$ cat src/hw/rtl/cfgrc_pkg.sv
package cfgrc_pkg;

  // Record layout: covered bytes, then a 4-byte stored CRC
  localparam int unsigned COVERED_BYTES = 38;
  localparam int unsigned POS_W         = 6;

  localparam logic [POS_W-1:0] MAGIC_LAST_POS   = POS_W'(3);
  localparam logic [POS_W-1:0] VERSION_LAST_POS = POS_W'(7);
  localparam logic [POS_W-1:0] CRC_END_POS      = POS_W'(COVERED_BYTES);
  localparam logic [POS_W-1:0] RECORD_LAST_POS  = POS_W'(COVERED_BYTES + 3);

  // CRC-32, reflected form
  localparam logic [31:0] CRC_INIT = 32'hFFFF_FFFF;
  localparam logic [31:0] CRC_POLY = 32'hEDB8_8320;

  // Register reset values
  localparam logic [31:0] MAGIC_RESET   = 32'h4C53_4347;
  localparam logic [31:0] VERSION_RESET = 32'h0000_0001;

  // Register indexes
  typedef enum logic {
    REG_EXPECTED_MAGIC   = 1'b0,
    REG_EXPECTED_VERSION = 1'b1
  } reg_idx_e;

  typedef enum logic [1:0] {
    ST_OK          = 2'd0,
    ST_BAD_MAGIC   = 2'd1,
    ST_BAD_VERSION = 2'd2,
    ST_BAD_CRC     = 2'd3
  } check_status_e;

  typedef struct packed {
    logic [7:0] record_byte;
    logic       first_byte;
  } in_item_t;

  typedef struct packed {
    check_status_e check_status;
    logic [31:0]   computed_crc;
  } out_item_t;

  // One byte through the reflected CRC: eight shift/XOR levels
  function automatic logic [31:0] crc_byte(input logic [31:0] crc_in,
                                           input logic [7:0]  data);
    logic [31:0] c;
    c = crc_in ^ {24'd0, data};
    for (int k = 0; k < 8; k++) begin
      c = (c >> 1) ^ (CRC_POLY & {32{c[0]}});
    end
    return c;
  endfunction

endpackage

$ cat src/hw/rtl/config_record_checker_core.sv
// Settings record checker.
// Input channel (in_valid_i/in_ready_o, in_item_i): one record byte per item,
// first_byte restarts the record. A record is COVERED_BYTES bytes covered by a
// reflected CRC-32 followed by the 4-byte stored CRC (little-endian).
// Output channel (out_valid_o/out_ready_i, out_item_o): one item per record,
// issued for its last byte, with the status and the computed CRC.
// Configuration: cfg_we_i writes cfg_wdata_i into the register at cfg_idx_i
// (0 expected magic, 1 expected version); write only while idle.
// Throughput: one byte per cycle unless the output stalls; the CRC update of a
// byte is combinational logic between the record state registers and the output register.
// Latency: the result is valid the cycle after the last byte is accepted.
// Stall: the output register holds its item until taken; while it is full
// and not being taken, in_ready_o is low, otherwise bytes keep flowing.
// Reset: registers return to their reset values, the output is empty and
// the next byte is taken as byte 0 of a record.
module config_record_checker_core (
  input  logic                  clk_i,
  input  logic                  rst_ni,
  input  logic                  in_valid_i,
  output logic                  in_ready_o,
  input  cfgrc_pkg::in_item_t   in_item_i,
  output logic                  out_valid_o,
  input  logic                  out_ready_i,
  output cfgrc_pkg::out_item_t  out_item_o,
  input  logic                  cfg_we_i,
  input  logic                  cfg_idx_i,
  input  logic [31:0]           cfg_wdata_i
);

  logic [31:0] exp_magic_q, exp_version_q;

  logic [cfgrc_pkg::POS_W-1:0] pos_q, pos_d, pos_cur;
  logic [31:0] crc_q, crc_d, crc_base;
  logic [31:0] word_q, word_d, word_base;
  logic        magic_mm_q, magic_mm_d, mm_magic_base;
  logic        version_mm_q, version_mm_d, mm_version_base;

  logic                 out_valid_q;
  cfgrc_pkg::out_item_t out_item_q, out_item_d;

  logic in_acc, out_take, last_byte;
  logic [31:0] final_crc;

  assign in_ready_o = !out_valid_q || out_ready_i;
  assign in_acc     = in_valid_i && in_ready_o;
  assign out_take   = out_valid_q && out_ready_i;

  // Configuration registers
  always_ff @(posedge clk_i or negedge rst_ni) begin
    if (!rst_ni) begin
      exp_magic_q   <= cfgrc_pkg::MAGIC_RESET;
      exp_version_q <= cfgrc_pkg::VERSION_RESET;
    end else if (cfg_we_i) begin
      case (cfgrc_pkg::reg_idx_e'(cfg_idx_i))
        cfgrc_pkg::REG_EXPECTED_MAGIC:   exp_magic_q   <= cfg_wdata_i;
        cfgrc_pkg::REG_EXPECTED_VERSION: exp_version_q <= cfg_wdata_i;
        default: ;
      endcase
    end
  end

  // Per-byte record update
  always_comb begin
    // first mark drops any partial record
    pos_cur         = in_item_i.first_byte ? '0 : pos_q;
    crc_base        = in_item_i.first_byte ? cfgrc_pkg::CRC_INIT : crc_q;
    word_base       = in_item_i.first_byte ? '0 : word_q;
    mm_magic_base   = in_item_i.first_byte ? 1'b0 : magic_mm_q;
    mm_version_base = in_item_i.first_byte ? 1'b0 : version_mm_q;

    word_d = {in_item_i.record_byte, word_base[31:8]};
    crc_d  = (pos_cur < cfgrc_pkg::CRC_END_POS)
             ? cfgrc_pkg::crc_byte(crc_base, in_item_i.record_byte) : crc_base;
    magic_mm_d   = (pos_cur == cfgrc_pkg::MAGIC_LAST_POS)
                   ? (word_d != exp_magic_q) : mm_magic_base;
    version_mm_d = (pos_cur == cfgrc_pkg::VERSION_LAST_POS)
                   ? (word_d != exp_version_q) : mm_version_base;
    last_byte = (pos_cur == cfgrc_pkg::RECORD_LAST_POS);
    pos_d     = pos_cur + cfgrc_pkg::POS_W'(1);

    // result for the last byte
    final_crc = ~crc_d;
    out_item_d.computed_crc = final_crc;
    if (magic_mm_d) begin
      out_item_d.check_status = cfgrc_pkg::ST_BAD_MAGIC;
    end else if (version_mm_d) begin
      out_item_d.check_status = cfgrc_pkg::ST_BAD_VERSION;
    end else if (word_d != final_crc) begin
      out_item_d.check_status = cfgrc_pkg::ST_BAD_CRC;
    end else begin
      out_item_d.check_status = cfgrc_pkg::ST_OK;
    end
  end

  // Record state
  always_ff @(posedge clk_i or negedge rst_ni) begin
    if (!rst_ni) begin
      pos_q        <= '0;
      crc_q        <= cfgrc_pkg::CRC_INIT;
      word_q       <= '0;
      magic_mm_q   <= 1'b0;
      version_mm_q <= 1'b0;
    end else if (in_acc) begin
      if (last_byte) begin
        pos_q        <= '0;
        crc_q        <= cfgrc_pkg::CRC_INIT;
        word_q       <= '0;
        magic_mm_q   <= 1'b0;
        version_mm_q <= 1'b0;
      end else begin
        pos_q        <= pos_d;
        crc_q        <= crc_d;
        word_q       <= word_d;
        magic_mm_q   <= magic_mm_d;
        version_mm_q <= version_mm_d;
      end
    end
  end

  // Output register
  always_ff @(posedge clk_i or negedge rst_ni) begin
    if (!rst_ni) begin
      out_valid_q <= 1'b0;
    end else if (in_acc && last_byte) begin
      out_valid_q <= 1'b1;
    end else if (out_take) begin
      out_valid_q <= 1'b0;
    end
  end

  always_ff @(posedge clk_i) begin
    if (in_acc && last_byte) begin
      out_item_q <= out_item_d;
    end
  end

  assign out_valid_o = out_valid_q;
  assign out_item_o  = out_item_q;

endmodule

$ cat config.mk
export PLATFORM = sky130hd
export DESIGN_NAME = config_record_checker_core
export DESIGN_NICKNAME = d
export VERILOG_FILES = /design/src/hw/rtl/cfgrc_pkg.sv /design/src/hw/rtl/config_record_checker_core.sv
export SDC_FILE = /design/constraint.sdc
export NUM_CORES = 1
export LEC_CHECK = 0
export BUFFER_PORTS_ARGS = -buffer_cell sky130_fd_sc_hd__buf_2
export CORE_MARGIN = 1
export CORE_UTILIZATION = 39
export DETAILED_ROUTE_END_ITERATION = 6
export PLACE_DENSITY_LB_ADDON = 0.12
export SYNTH_ARGS = -nofsm -noshare
export SYNTH_HDL_FRONTEND = slang
export SYNTH_SLANG_ARGS = --single-unit
$ cat constraint.sdc
create_clock -name clk_i -period 6.91 [get_ports clk_i]
set_input_delay 1.382 -clock clk_i [delete_from_list [all_inputs] [get_ports clk_i]]
set_output_delay 1.382 -clock clk_i [all_outputs]
set_load 0.02 [all_outputs]
# Yosys cells after proc, flatten, opt, wreduce, memory -nomap -nowiden
# Cells that the tools add are included.
dict set report word_totals {
  input_bits 47
  ff_bits 171
  output_inout_bits 36
  word_cells 54
}
dict set report classes {
  n_addsub 1
  reduce_logical 8
  bitwise_logic 11
  mux 17
  eq_ne 6
  order_cmp 1
}
# op count
set op_table {}
lappend op_table {{$xor A31 B32 Y32} 8}
lappend op_table {{$mux W32} 5}
lappend op_table {{$ne A32 B32 Y1} 3}
lappend op_table {{$not A32 Y32} 1}
lappend op_table {{$xor A32 B8 Y32} 1}
lappend op_table {{$mux W6} 2}
lappend op_table {{$mux W1} 8}
lappend op_table {{$add A6 B1 Y6 const B} 1}
lappend op_table {{$eq A6 B2 Y1 const B} 1}
lappend op_table {{$eq A6 B3 Y1 const B} 1}
lappend op_table {{$eq A6 B6 Y1 const B} 1}
lappend op_table {{$lt A6 B6 Y1 const B} 1}
lappend op_table {{$mux W2} 2}
lappend op_table {{$reduce_and A2 Y1} 2}
lappend op_table {{$logic_and A1 B1 Y1} 3}
lappend op_table {{$reduce_bool A2 Y1} 1}
lappend op_table {{$logic_not A1 Y1} 1}
lappend op_table {{$logic_or A1 B1 Y1} 1}
lappend op_table {{$not A1 Y1} 1}

# Longest topological paths before layout
dict set report depth {
  word_depth 15
  mapped_depth 17
  depth_no_buf 11
}

# Worst setup path after synthesis
# OpenSTA, ideal clock, no wires.
dict set report synth_timing {
  kind {input -> register}
  startpoint {input in_item_i[0] in the netlist's numbering}
  endpoint {register out_item_q (netlist bit out_item_o[0]) (enable)}
  n_path_buf 8
  cell_stages 13
  path_slack_ns 1.616
  setup_ns 0.425
  arrival_ns 4.869
  cell_sequence {clkbuf_2 -> buf_6 -> buf_6 -> buf_6 -> buf_6 -> clkbuf_1 -> clkbuf_1 -> buf_1 -> nor2b_1 -> ha_1 -> nor3b_1 -> nand3b_1 -> nor2_1}
}
dict set report synth_via {
  elab_chain_len 3
}
# item line
set synth_rtl {}
lappend synth_rtl {{from (decl)} config_record_checker_core.sv:21} ;# input cfgrc_pkg::in_item_t in_item_i,
lappend synth_rtl {{$mux W6} config_record_checker_core.sv:65} ;# pos_cur = in_item_i.first_byte ? '0 : pos_q;
lappend synth_rtl {{$eq A6 B6 Y1} config_record_checker_core.sv:78} ;# last_byte = (pos_cur == cfgrc_pkg::RECORD_LAST_POS);
lappend synth_rtl {{$logic_and A1 B1 Y1} config_record_checker_core.sv:132} ;# if (in_acc && last_byte) begin
lappend synth_rtl {{to (signal assigned)} config_record_checker_core.sv:133} ;# out_item_q <= out_item_d;
lappend synth_rtl {{to (decl)} config_record_checker_core.sv:39} ;# cfgrc_pkg::out_item_t out_item_q, out_item_d;
# Every way passes these cells.
# A chain may end at the register's enable or synchronous reset.

# Worst setup path after layout
dict set report layout_timing {
  startpoint {input in_item_i[0] in the netlist's numbering}
  endpoint {register out_item_q (netlist bit out_item_o[32]) (data pin)}
}
dict set report layout_via {
  elab_chain_len 15
  elab_cells_between_ends 26
}
# item line
set layout_rtl {}
lappend layout_rtl {{$mux W32} config_record_checker_core.sv:66} ;# crc_base = in_item_i.first_byte ? cfgrc_pkg::CRC_INIT : crc_q;
lappend layout_rtl {{$xor A32 B8 Y32} cfgrc_pkg.sv:47} ;# c = crc_in ^ {24'd0, data};
lappend layout_rtl {{$xor A31 B32 Y32 (8 in a row)} cfgrc_pkg.sv:49} ;# c = (c >> 1) ^ (CRC_POLY & {32{c[0]}});
lappend layout_rtl {{$mux W32 (*)} config_record_checker_core.sv:73} ;# ? cfgrc_pkg::crc_byte(crc_base, in_item_i.record_byte) : crc_base;
lappend layout_rtl {{$not A32 Y32 (*)} config_record_checker_core.sv:82} ;# final_crc = ~crc_d;
lappend layout_rtl {{named net final_crc[13]} config_record_checker_core.sv:42} ;# logic [31:0] final_crc;
lappend layout_rtl {{$ne A32 B32 Y1 (*)} config_record_checker_core.sv:88} ;# end else if (word_d != final_crc) begin
lappend layout_rtl {{$mux W2 (*)} config_record_checker_core.sv:88}
lappend layout_rtl {{$mux W2 (*)} config_record_checker_core.sv:86} ;# end else if (version_mm_d) begin
# Mark *: on every way through the listed nets, which the timed path passes. The rest lies on a longest branch.

==> impl_metrics.ini <==
[min_path]
hold_path_class = flip-flop to flip-flop
holdCritStartpoint = exp_version_q[10]

[yosys]
synth_edf_count = 34
synth.top_cells.by_count = xnor2_1 (102), nor2_1 (101), dfrtp_1 (82)
syn-num-nets = 1100
netlist_instances = 1051
yosysSeqAreaShare_pct = 40.85
synth.top_cell.area_share_pct = 19.46
syn_area_um2 = 10550
yosys.cell_count.top_type = xnor2_1
yosysTopAreaCell = dfrtp_1
yosys_warnings = 0
async_flop_share_pct = 79.14
ys_types = 84
synth_area_leaders = dfrtp_1 (19%), dfstp_2 (12%), edfxtp_1 (9.7%), xnor2_1 (8.5%), mux2_2 (6.7%)
synthFlopType = dfrtp_1
synth_seq_cells = 163
syn_avg_cell_area_um2 = 10.03

[floorplanning]
core_um2 = 26280
start_util_pct = 40.13
die_area_um2 = 27700
io_pins = 83
die_h_um = 166.4
die_w_um = 166.4
rows = 59

[global_route]
grt_use_met3_pct = 3.612
use_met2_pct = 37.74
grt_pass1_vias = 8004
use_met1_pct = 34.68
grt_first_pass_wirelength_um = 51050
grt_max_degree = 69
grt.busiest_layer = met2
track_usage_pct = 24.53
grt-ovfl-total = 0
antenna_found_initial = 0

[timing]
period_share_pct = 68.50
hold_viol_final = 0
drv_slew = 0
setup_tns_ps = 0
fin_skew_ps = 12.71
slew_headroom_pct = 28.74
setup_ws_ps = 2177
clock.fmax_ghz = 0.2113
rsz0062_at_grt = false
period_minus_slack_ps = 4733
worst_slew_pin_slew_ps = 1069
setup_viol = 0

[worst_setup_path]
crit_path_end_kind = flip-flop
critPathLaunch = in_item_i[0]
path_cells = buf_4 > buf_4 > nor2_1 > xnor2_2 > xnor2_1 > o21ai_1 > inv_1 > nor4_1 > o32ai_1 > nor4b_1 > a32oi_1
path_common_cell = buf_4
rr_startpoint = crc_q[4]
cp.arrival_ps = 4890
cp-start-kind = input port
r2r_slack_ps = 3130
timing.critical_path.slowest_stage_cell = buf_4
crit_required_ps = 7070
path_max_fanout = 67
path_class = input port to flip-flop
cpPeakStageDelay_ps = 690

[detailed_routing]
dr.pass1.iters = 7
ant_nets = 0
wl_per_cell_um = 23.32
vias = 8327
via_per_inst = 5.823
drc = 7
drt-total-wl_um = 33350
first_iter_violations = 873

[final_layout]
n_antenna_cell = 0
drive_gt1_share_pct = 24.57
area_growth_pct = 10.63
fin_nets = 1131
final_cells = 1430

[run]
maxCapViolations = 0

[cts]
clk_path_buf_depth = 2
cts_tree = done
clock_latency_ps = 440
cts_setup_buffers = 0
clock_sinks = 163
clk_pin_slew_worst_paths_ps = 80
cts-root-buf = clkbuf_16
cts_resized = 0
hold_buffers = 0
cts_buffers = 17
h-tree-depth = 4

[placed_design]
pre_cts_ws_ps = 1870
dp_hpwl_um = 23480
place_inst = 1398
io_buffers = 82
gp_congestion = 0.8977

[outcome]
status = finished with violations
violations = DRC

[power]
ir_worst_vdd_v = 0.0001680
power_w = 0.004886
power_density_nw_per_um2 = 418.8
p_leak_nw = 4.578
## metal layers
layer / part of all wire [%] / vias up / wire length (um)
met4: 3.5 / 0 / 1180
met1: 46 / 4122 / 15410
met5: 0 / - / 0
li1: - / 3836 / -
met2: 45 / 307 / 14920
met3: 5.5 / 62 / 1841
## cell usage in the layout (no fill, tap or decap), types with 9 or more instances in the layout
cell / synthesis / final
dfrtp_1: 82 / 82
o32ai_1: 18 / 18
or3_1: 9 / 9
inv_1: 23 / 23
dfstp_2: 47 / 47
xnor2_1: 102 / 102
nor2_1: 101 / 99
nor4bb_1: 10 / 10
nand3_1: 24 / 24
nand2b_1: 14 / 14
buf_4: 6 / 11
a31oi_1: 23 / 23
nand4_1: 11 / 11
nor4b_1: 9 / 9
o21ai_0: 55 / 55
nor3_1: 15 / 15
xnor2_2: 9 / 9
buf_2: 11 / 80
o22ai_1: 10 / 10
edfxtp_1: 34 / 34
xor2_1: 28 / 28
clkbuf_16: 0 / 18
mux2i_1: 18 / 18
xnor3_1: 16 / 16
a21oi_1: 52 / 52
mux2_2: 63 / 63
nand2_1: 76 / 76
## cell type report
cell class              count  area [um2]
flip-flops and latches    163        4308
multi-input cells         783        5752
inverters                  25       93.84
repair buffers             92       494.2
fillers                  2551       14610
clock buffers              19       464.2
clock inverters            13       135.1
well taps                 335       419.2
## worst paths after layout
path                                      to  cells past startpoint
min                        exp_version_q[10]                      1
max in group asynchronous           pos_q[1]                      2
min reg2reg                exp_version_q[10]                      1
min in group asynchronous    exp_magic_q[29]                      1
max reg2reg                   out_item_o[32]                      9
max                           out_item_o[32]                     11
## critical path, delay by kind of cell
family	cells	cell delay (ps)
XOR/XNOR	2	640
AO/OA/AOI/OAI	3	610
buffers and inverters	3	1260
AND/OR/NAND/NOR	3	940
## power by group
part | internal (W) | leakage [nW] | total (W) | switching [W]
clock | 0.000512 | 0.293 | 0.000980 | 0.000468
combinational | 0.00103 | 2.48 | 0.00227 | 0.00124
sequential | 0.00130 | 1.81 | 0.00164 | 0.000339
## state kept, by name, indices dropped and copies added, names as in the netlist, 6 cells and up
signal,cells
out_item_o,34
crc_q,32
exp_magic_q,32
exp_version_q,32
word_q,24
pos_q,6
## per-stage QoR
stage          hold slack (ps)  instance area, um2  util [%]
2_1_floorplan            454.6               10550         -
3_3_place_gp             489.4               11070     42.11
3_5_place_dp             495.5               11070     42.11
4_1_cts                  513.6               11670     44.39
5_1_grt                  540.6               11670     44.39
6_report                 511.1               11670     44.39
## kinds of logic after synthesis
family                     share of synthesized area, %
muxes                                             8.650
xor gates and xnor gates                          16.50
buffers and inverters                             4.734
AOI/OAI and AO/OA                                 14.46
DFF                                               40.85
adders and majority gates                        0.2373
and+or+nand+nor                                   14.56
Note: power is estimated with default switching activity, not from simulation.
